### src/hw/rtl/drl_pkg.sv
package drl_pkg;

	// Most runs accepted in one list before the list is rejected.
	localparam int MAX_RUNS = 4096;
	// Run counter width; it must reach MAX_RUNS + 1.
	localparam int RUN_CNT_W = $clog2(MAX_RUNS + 2);

	// Result kinds.
	localparam logic KIND_RUN    = 1'b0;
	localparam logic KIND_STATUS = 1'b1;

	// List status codes.
	localparam logic [2:0] ST_OK        = 3'd0;
	localparam logic [2:0] ST_BAD_HDR   = 3'd1;
	localparam logic [2:0] ST_TRUNC     = 3'd2;
	localparam logic [2:0] ST_ZERO_LEN  = 3'd3;
	localparam logic [2:0] ST_OVERFLOW  = 3'd4;
	localparam logic [2:0] ST_NEGATIVE  = 3'd5;
	localparam logic [2:0] ST_TOO_MANY  = 3'd6;

	// One byte of the encoded run list.
	typedef struct packed {
		logic [7:0] data_byte;
		logic       last_byte;
	} in_word_t;

	// One decoded run or one final list status.
	typedef struct packed {
		logic        result_kind;
		logic [63:0] run_clusters;
		logic [62:0] run_start;
		logic        run_sparse;
		logic [2:0]  status;
		logic        last_result;
	} out_word_t;

endpackage

### src/hw/rtl/data_run_list_decoder.sv
// Channel  Direction  Handshake                    Word
// byte     in         byte_valid / byte_stall      drl_pkg::in_word_t
// result   out        result_valid / result_stall  drl_pkg::out_word_t
//
// A byte is decoded in the cycle after it is accepted, and its results are
// written into the four-word result queue once the queue has room for them.
// A byte yields at most two results, and a two-result byte always follows one
// with none, so one byte per cycle is sustained while result_stall stays low.
// byte_stall rises only when result_stall has left too little queue room.
// Reset clears the decoder state and empties the queue at once.
module data_run_list_decoder (
	input  logic               clk,
	input  logic               arst_n,
	input  logic               byte_valid,
	output logic               byte_stall,
	input  drl_pkg::in_word_t  byte_word,
	output logic               result_valid,
	input  logic               result_stall,
	output drl_pkg::out_word_t result_word
);

	localparam logic [1:0] PH_HEADER = 2'd0;
	localparam logic [1:0] PH_LEN    = 2'd1;
	localparam logic [1:0] PH_OFF    = 2'd2;
	localparam logic [1:0] PH_DONE   = 2'd3;

	localparam int QDEPTH = 4;

	// Input register.
	logic              valid_s1;
	drl_pkg::in_word_t word_s1;

	// Decoder state.
	logic [1:0]                   phase_q;
	logic [3:0]                   len_w_q;
	logic [3:0]                   off_w_q;
	logic [3:0]                   idx_q;
	logic [63:0]                  len_acc_q;
	logic [63:0]                  off_acc_q;
	logic [62:0]                  start_q;
	logic [drl_pkg::RUN_CNT_W-1:0] run_cnt_q;

	// Next state and results of the registered byte.
	logic [1:0]                   phase_d;
	logic [3:0]                   len_w_d;
	logic [3:0]                   off_w_d;
	logic [3:0]                   idx_d;
	logic [63:0]                  len_acc_d;
	logic [63:0]                  off_acc_d;
	logic [62:0]                  start_d;
	logic [drl_pkg::RUN_CNT_W-1:0] run_cnt_d;
	drl_pkg::out_word_t           res0;
	drl_pkg::out_word_t           res1;
	logic [1:0]                   n_res;

	// Working values of the decode.
	logic [7:0]  b;
	logic        last;
	logic [3:0]  lw;
	logic [3:0]  ow;
	logic [3:0]  idx_inc;
	logic [63:0] shifted;
	logic [63:0] len_new;
	logic [63:0] off_new;
	logic [63:0] len_fin;
	logic [63:0] raw;
	logic [5:0]  sb_idx;
	logic [5:0]  ext_sh;
	logic [63:0] sum;
	logic [drl_pkg::RUN_CNT_W-1:0] cnt_inc;
	logic        do_complete;
	logic        ended;

	// Result queue.
	drl_pkg::out_word_t queue_q [QDEPTH];
	logic [1:0]         wr_ptr_q;
	logic [1:0]         rd_ptr_q;
	logic [2:0]         count_q;
	logic               pop;
	logic [2:0]         room_used;
	logic               fits;
	logic               s1_go;

	// Queue flow control.
	assign pop          = result_valid && !result_stall;
	assign room_used    = count_q - {2'b0, pop};
	assign fits         = ({1'b0, room_used} + {2'b0, n_res}) <= 4'(QDEPTH);
	assign s1_go        = valid_s1 && fits;
	assign byte_stall   = valid_s1 && !fits;
	assign result_valid = count_q != 3'd0;
	assign result_word  = queue_q[rd_ptr_q];

	// Input register load.
	always_ff @(posedge clk or negedge arst_n) begin
		if (!arst_n) begin
			valid_s1 <= 1'b0;
		end else if (!valid_s1 || s1_go) begin
			valid_s1 <= byte_valid;
		end
	end

	always_ff @(posedge clk) begin
		if (byte_valid && !byte_stall) begin
			word_s1 <= byte_word;
		end
	end

	// Byte shift-in, offset sign extension, start sum and run count increment.
	always_comb begin
		b       = word_s1.data_byte;
		last    = word_s1.last_byte;
		lw      = b[3:0];
		ow      = b[7:4];
		idx_inc = idx_q + 4'd1;
		shifted = {56'b0, b} << {idx_q[2:0], 3'b000};
		len_new = len_acc_q | shifted;
		off_new = off_acc_q | shifted;
		len_fin = (phase_q == PH_LEN) ? len_new : len_acc_q;
		sb_idx  = 6'({off_w_q[2:0], 3'b000} - 6'd1);
		ext_sh  = {off_w_q[2:0], 3'b000};
		raw     = off_new;
		if (off_w_q < 4'd8 && off_new[sb_idx]) begin
			raw = off_new | (~64'd0 << ext_sh);
		end
		sum     = {1'b0, start_q} + raw;
		cnt_inc = run_cnt_q + 1'b1;
	end

	// Decode of the registered byte.
	always_comb begin
		phase_d     = phase_q;
		len_w_d     = len_w_q;
		off_w_d     = off_w_q;
		idx_d       = idx_q;
		len_acc_d   = len_acc_q;
		off_acc_d   = off_acc_q;
		start_d     = start_q;
		run_cnt_d   = run_cnt_q;
		res0        = '0;
		res1        = '0;
		n_res       = 2'd0;
		do_complete = 1'b0;
		ended       = 1'b0;

		unique case (phase_q)
			PH_HEADER: begin
				if (b == 8'd0) begin
					res0.result_kind = drl_pkg::KIND_STATUS;
					res0.status      = drl_pkg::ST_OK;
					n_res            = 2'd1;
					ended            = 1'b1;
				end else if (lw == 4'd0 || lw > 4'd8 || ow > 4'd8) begin
					res0.result_kind = drl_pkg::KIND_STATUS;
					res0.status      = drl_pkg::ST_BAD_HDR;
					n_res            = 2'd1;
					ended            = 1'b1;
				end else begin
					len_w_d   = lw;
					off_w_d   = ow;
					idx_d     = 4'd0;
					len_acc_d = 64'd0;
					off_acc_d = 64'd0;
					phase_d   = PH_LEN;
				end
			end
			PH_LEN: begin
				len_acc_d = len_new;
				idx_d     = idx_inc;
				if (idx_inc >= len_w_q) begin
					idx_d = 4'd0;
					if (off_w_q == 4'd0) begin
						do_complete = 1'b1;
					end else begin
						phase_d = PH_OFF;
					end
				end
			end
			PH_OFF: begin
				off_acc_d = off_new;
				idx_d     = idx_inc;
				if (idx_inc >= off_w_q) begin
					idx_d       = 4'd0;
					do_complete = 1'b1;
				end
			end
			PH_DONE: begin
			end
			default: begin
			end
		endcase

		// Run completion: zero length, start range, then run count.
		if (do_complete) begin
			if (len_fin == 64'd0) begin
				res0.result_kind = drl_pkg::KIND_STATUS;
				res0.status      = drl_pkg::ST_ZERO_LEN;
				n_res            = 2'd1;
				ended            = 1'b1;
			end else if (off_w_q != 4'd0 && sum[63]) begin
				res0.result_kind = drl_pkg::KIND_STATUS;
				res0.status      = raw[63] ? drl_pkg::ST_NEGATIVE : drl_pkg::ST_OVERFLOW;
				n_res            = 2'd1;
				ended            = 1'b1;
			end else begin
				res0.result_kind  = drl_pkg::KIND_RUN;
				res0.run_clusters = len_fin;
				res0.run_sparse   = (off_w_q == 4'd0);
				if (off_w_q != 4'd0) begin
					start_d        = sum[62:0];
					res0.run_start = sum[62:0];
				end
				n_res     = 2'd1;
				run_cnt_d = cnt_inc;
				phase_d   = PH_HEADER;
				if (cnt_inc > drl_pkg::RUN_CNT_W'(drl_pkg::MAX_RUNS)) begin
					res1.result_kind = drl_pkg::KIND_STATUS;
					res1.status      = drl_pkg::ST_TOO_MANY;
					n_res            = 2'd2;
					ended            = 1'b1;
				end
			end
		end

		// End of buffer with no status yet.
		if (phase_q != PH_DONE && !ended && last) begin
			if (n_res == 2'd0) begin
				res0.result_kind = drl_pkg::KIND_STATUS;
				res0.status      = (phase_d == PH_HEADER) ? drl_pkg::ST_OK
				                                           : drl_pkg::ST_TRUNC;
			end else begin
				res1.result_kind = drl_pkg::KIND_STATUS;
				res1.status      = (phase_d == PH_HEADER) ? drl_pkg::ST_OK
				                                           : drl_pkg::ST_TRUNC;
			end
			n_res = n_res + 2'd1;
			ended = 1'b1;
		end

		// Mark the final result of this byte.
		if (n_res == 2'd1) begin
			res0.last_result = 1'b1;
		end else if (n_res == 2'd2) begin
			res1.last_result = 1'b1;
		end

		// After a status, wait for the end of the buffer, then clear the decoder state.
		if (ended || phase_q == PH_DONE) begin
			if (last) begin
				phase_d   = PH_HEADER;
				len_w_d   = 4'd0;
				off_w_d   = 4'd0;
				idx_d     = 4'd0;
				len_acc_d = 64'd0;
				off_acc_d = 64'd0;
				start_d   = 63'd0;
				run_cnt_d = '0;
			end else begin
				phase_d = PH_DONE;
			end
		end
	end

	// Decoder state update.
	always_ff @(posedge clk or negedge arst_n) begin
		if (!arst_n) begin
			phase_q   <= PH_HEADER;
			len_w_q   <= 4'd0;
			off_w_q   <= 4'd0;
			idx_q     <= 4'd0;
			len_acc_q <= 64'd0;
			off_acc_q <= 64'd0;
			start_q   <= 63'd0;
			run_cnt_q <= '0;
		end else if (s1_go) begin
			phase_q   <= phase_d;
			len_w_q   <= len_w_d;
			off_w_q   <= off_w_d;
			idx_q     <= idx_d;
			len_acc_q <= len_acc_d;
			off_acc_q <= off_acc_d;
			start_q   <= start_d;
			run_cnt_q <= run_cnt_d;
		end
	end

	// Result queue pointers and count.
	always_ff @(posedge clk or negedge arst_n) begin
		if (!arst_n) begin
			wr_ptr_q <= 2'd0;
			rd_ptr_q <= 2'd0;
			count_q  <= 3'd0;
		end else begin
			if (s1_go) begin
				wr_ptr_q <= wr_ptr_q + n_res;
			end
			if (pop) begin
				rd_ptr_q <= rd_ptr_q + 2'd1;
			end
			count_q <= room_used + (s1_go ? {1'b0, n_res} : 3'd0);
		end
	end

	// Result queue storage.
	always_ff @(posedge clk) begin
		if (s1_go && n_res != 2'd0) begin
			queue_q[wr_ptr_q] <= res0;
		end
		if (s1_go && n_res == 2'd2) begin
			queue_q[wr_ptr_q + 2'd1] <= res1;
		end
	end

	// The queue never holds more words than it has.
	a_queue_bound: assert property (@(posedge clk) disable iff (!arst_n)
		count_q <= 3'(QDEPTH))
		else $error("result queue count exceeds its depth");

	// A byte is held back only when it waits in the input register and the result queue is not empty.
	a_stall_cause: assert property (@(posedge clk) disable iff (!arst_n)
		byte_stall |-> valid_s1 && count_q != 3'd0)
		else $error("byte stalled without a pending byte and a busy queue");

	// A live list never holds more runs than the limit.
	a_run_limit: assert property (@(posedge clk) disable iff (!arst_n)
		phase_q != PH_DONE |-> run_cnt_q <= drl_pkg::RUN_CNT_W'(drl_pkg::MAX_RUNS))
		else $error("run count above limit while decoding");

endmodule

### config.mk
export PLATFORM = sky130hd
export DESIGN_NAME = data_run_list_decoder
export DESIGN_NICKNAME = d
export VERILOG_FILES = /design/src/hw/rtl/drl_pkg.sv /design/src/hw/rtl/data_run_list_decoder.sv
export SDC_FILE = /design/constraint.sdc
export NUM_CORES = 2
export LEC_CHECK = 0
export BUFFER_PORTS_ARGS = -buffer_cell sky130_fd_sc_hd__buf_4
export CAP_MARGIN = 20
export CORE_MARGIN = 4
export CORE_UTILIZATION = 23
export DETAILED_ROUTE_END_ITERATION = 7
export PLACE_DENSITY_LB_ADDON = 0.12
export SETUP_SLACK_MARGIN = 0.2
export SLEW_MARGIN = 20
export SYNTH_ARGS = -nofsm -noshare
export SYNTH_HDL_FRONTEND = slang
export SYNTH_SLANG_ARGS = --single-unit
export TNS_END_PERCENT = 1
### constraint.sdc
create_clock -name clk -period 8.2 [get_ports clk]
set_input_delay 0.82 -clock clk [delete_from_list [all_inputs] [get_ports clk]]
set_output_delay 0.82 -clock clk [all_outputs]
set_load 0.1 [all_outputs]
==> run_results.csv <==
group,metric,value,unit
worst_setup_path,arrival,6.85,ns
floorplanning,die_area,161900,sq um
timing,max_freq,0.1304,GHz
clocking,h-tree-depth,3,
finish,nets,3794,
route,drtAntennaViolNets,0,
clocking,clkSinkCount,767,
synthesis,synth_fa_ha_area_share,3.245,%
finish,syn_to_final_growth,22.32,%
finish,layout_common_cells,"dfxtp_1 (516), nand2_1 (406), buf_4 (315)",
worst_setup_path,slowest_delay,0.46,ns
clocking,clk_pin_slew,0.06,ns
route,routed_wl,136400,microns
worst_setup_path,criticalPathCategory,"reg -> out",
grt,track_usage,16.51,%
timing,fin_crit_sh,93.52,%
worst_setup_path,rr_endpoint,"queue_q[0][19]",
finish,final_util,28.34,%
floorplanning,ios,148,
place,place_ws,-0.05111,ns
grt,grt_max_degree,133,
power_and_ir_drop,ir_worst_vdd,0.3090,mV
timing,slew_headroom,25.05,%
timing,fin_ws,0.5310,ns
synthesis,ys_warn_count,0,
worst_setup_path,end_kind,"output pin",
timing,setup_tns,0,ns
synthesis,synth_seq_area_share,46.77,%
place,hpwl,93860,microns
grt,grtUsageMet1,23.30,%
timing,tightest_slew,1.122,ns
synthesis,synth_top_family_by_area,"compound AO/OA/AOI/OAI gates",
worst_setup_path,reg2regPathDepth,32,
route,drc,0,
place,gp_congestion,0.8210,
synthesis,ys.flop_type,"dfxtp_1",
worst_setup_path,cpMostUsedCell,"buf_4",
timing,whs,0.1696,ns
finish,seqCellArea,16740,sq um
grt,grt_busiest_layer,"met2",
worst_setup_path,critPathLaunch,"off_w_q[0]",
min_path,hold_class,"in -> async",
finish,multi_input_area,18010,sq um
clocking,cts_buffers,93,
power_and_ir_drop,p_leak,0.01755,uW
clocking,tritoncts,"built",
synthesis,synth_edf_count,25,
run_status,status,"complete, no violations",
clocking,hold_buffers,0,
timing,rsz0062_at_grt,"no",
grt,grt.overflow.total,0,
grt,first_global_vias,29510,
clocking,clockBufferDepth,3,
timing,setup_viol,0,
synthesis,synth_mux_area_share,8.588,%
timing,hold_violations,0,
job,cap_violations,0,
worst_setup_path,reg2reg_slack,0.61,ns
route,viasPerCell,4.968,
clocking,clockRootBuffer,"clkbuf_16",
worst_setup_path,cp-start-kind,"register",
worst_setup_path,cp_max_fo,8,
floorplanning,rows,144,
floorplanning,fp.dieW,402.4,microns
synthesis,yosysUniqueCellTypes,84,
clocking,clock_latency,0.74,ns
finish,layout_commonest_cell,"dfxtp_1",
synthesis,synthArstFlopShare,29.47,%
route,wire_per_inst,23.44,microns
synthesis,synth-compound-area-share,24.00,%
power_and_ir_drop,power_density,435.9,nW/um^2
floorplanning,die_y,402.4,microns
synthesis,synth-xor-area-share,1.665,%
finish,drive_above_1_share,19.42,%
route,dr.pass1.iters,6,
floorplanning,core,154400,sq um
timing,final-max-slew-violation-count,0,
grt,antenna_found_initial,5,
route,vias,28900,
synthesis,synth.avg_cell_area,10.10,sq um
grt,use_met3,2.639,%
synthesis,postSynthCellCount,3543,
synthesis,synth_nets,3647,
finish,fillers,16160,
grt,use_met2,26.33,%
worst_setup_path,crit-reg2reg-launch,"off_w_q[0]",
grt,grt_pass1_wl,205100,microns
floorplanning,start_util,23.17,%
worst_setup_path,required,7.38,ns
synthesis,synth.cell_area,35780,sq um
worst_setup_path,cp_slowest_cell,"or3_4",
place,port_buffers,147,
timing,fin_skew,0.05399,ns
timing,min_period,7.669,ns
synthesis,synth-simple-area-share,11.55,%
synthesis,ys_ff_latch,767,
route,dr.first_iter.drc_count,1744,
-- stage by stage --
stage               std cells  total power [uW]  area [sq um]
detailed placement       5628             14560         40050
global placement         5628             14630         40050
finish                   5818             19080         43770
floorplan                3543             10350         35790
global route             5813             20240         43750
CTS                      5804             19130         43440
-- layer usage --
layer	vias to the layer above	wire (microns)
met3	159	5348
li1	13580	-
met2	612	62240
met1	14550	65310
met4	2	3441
met5	-	13
-- state kept, by name (all words and copies together) (netlist names), 3 cells and up --
signal / flops
count_q: 3
queue_q: 532
off_acc_q: 64
len_acc_q: 64
start_q: 63
run_cnt_q: 13
idx_q: 4
off_w_q: 4
len_w_q: 4
b: 8
-- logic make-up after synthesis --
family / count (synthesis)
buffers and inverters: 348
xor gates and xnor gates: 68
AOI/OAI and AO/OA: 1204
and+or+nand+nor: 925
muxes: 140
adders and majority gates: 91
DFF: 767
-- worst max-delay path, delay by kind of cell, from the launching register on --
kind            cells  cell delay (ns)
simple gates        5             0.81
mux                 1             0.34
compound gates      9             1.89
xor+xnor            1             0.15
flops               1             0.35
fa+ha+maj           4             1.19
buf+inv            10             1.40
-- final cells by class --
cell class / instances / share of cell area, %
Clock buffer: 139 / 6.427
Sequential cell: 767 / 38.26
Antenna cell: 5 / 0.02859
Tap cell: 2044 / 5.844
Inverter: 52 / 0.4574
Multi-Input combinational cell: 2428 / 41.15
Clock inverter: 35 / 0.9892
Timing Repair Buffer: 348 / 6.847
-- what timing repair did --
| item | CTS | global route |
|---|---|---|
| pin swaps | 5 | 17 |
| setup buffers | 2 | 8 |
| setup endpoints to repair | 659 | 621 |
| resized for setup | 26 | 43 |
-- cells in the mapped netlist (14+ instances only) --
| master | instances | share of area, % |
|---|---|---|
| and2_1 | 15 | 0.26 |
| a211o_1 | 34 | 0.83 |
| buf_1 | 29 | 0.30 |
| xnor2_1 | 41 | 1.0 |
| buf_2 | 47 | 0.66 |
| nand3_1 | 94 | 1.3 |
| inv_1 | 48 | 0.50 |
| a21oi_1 | 266 | 3.7 |
| a31oi_1 | 31 | 0.54 |
| o21bai_1 | 16 | 0.34 |
| clkbuf_1 | 197 | 2.1 |
| and3_1 | 21 | 0.37 |
| nand4_1 | 30 | 0.52 |
| a32o_1 | 14 | 0.39 |
| edfxtp_1 | 25 | 2.1 |
| dfxtp_1 | 516 | 29 |
| a22o_1 | 302 | 7.4 |
| mux4_2 | 133 | 8.4 |
| o21ai_1 | 15 | 0.21 |
| nor2b_1 | 29 | 0.51 |
| nor3_1 | 36 | 0.50 |
| o211ai_1 | 17 | 0.36 |
| ha_1 | 88 | 3.1 |
| o2bb2ai_1 | 154 | 3.8 |
| a211oi_1 | 21 | 0.44 |
| o21ai_0 | 187 | 2.6 |
| nor2_1 | 217 | 2.3 |
| nand2_1 | 410 | 4.3 |
| a21o_1 | 38 | 0.80 |
| xor2_1 | 27 | 0.66 |
| dfrtp_1 | 226 | 16 |
| o31ai_1 | 17 | 0.36 |
-- power breakdown --
group | leakage, uW | switching (uW) | internal [uW]
sequential | 0.00752 | 337 | 4110
combinational | 0.00844 | 7130 | 3160
clock | 0.00160 | 1790 | 2550
-- how the worst max path moves through the flow --
| stage | end | slack [ns] | cells after the start |
|---|---|---|---|
| after floorplan | queue_q[1][0] | 0.25 | 39 |
| after global placement | len_acc_q[44] | 0.03 | 34 |
| after detailed placement | len_acc_q[33] | -0.05 | 34 |
| after CTS | byte_stall | 0.21 | 30 |
| after global routing | byte_stall | 0.19 | 33 |
| final | byte_stall | 0.53 | 30 |
(Power assumes the default switching activity.)
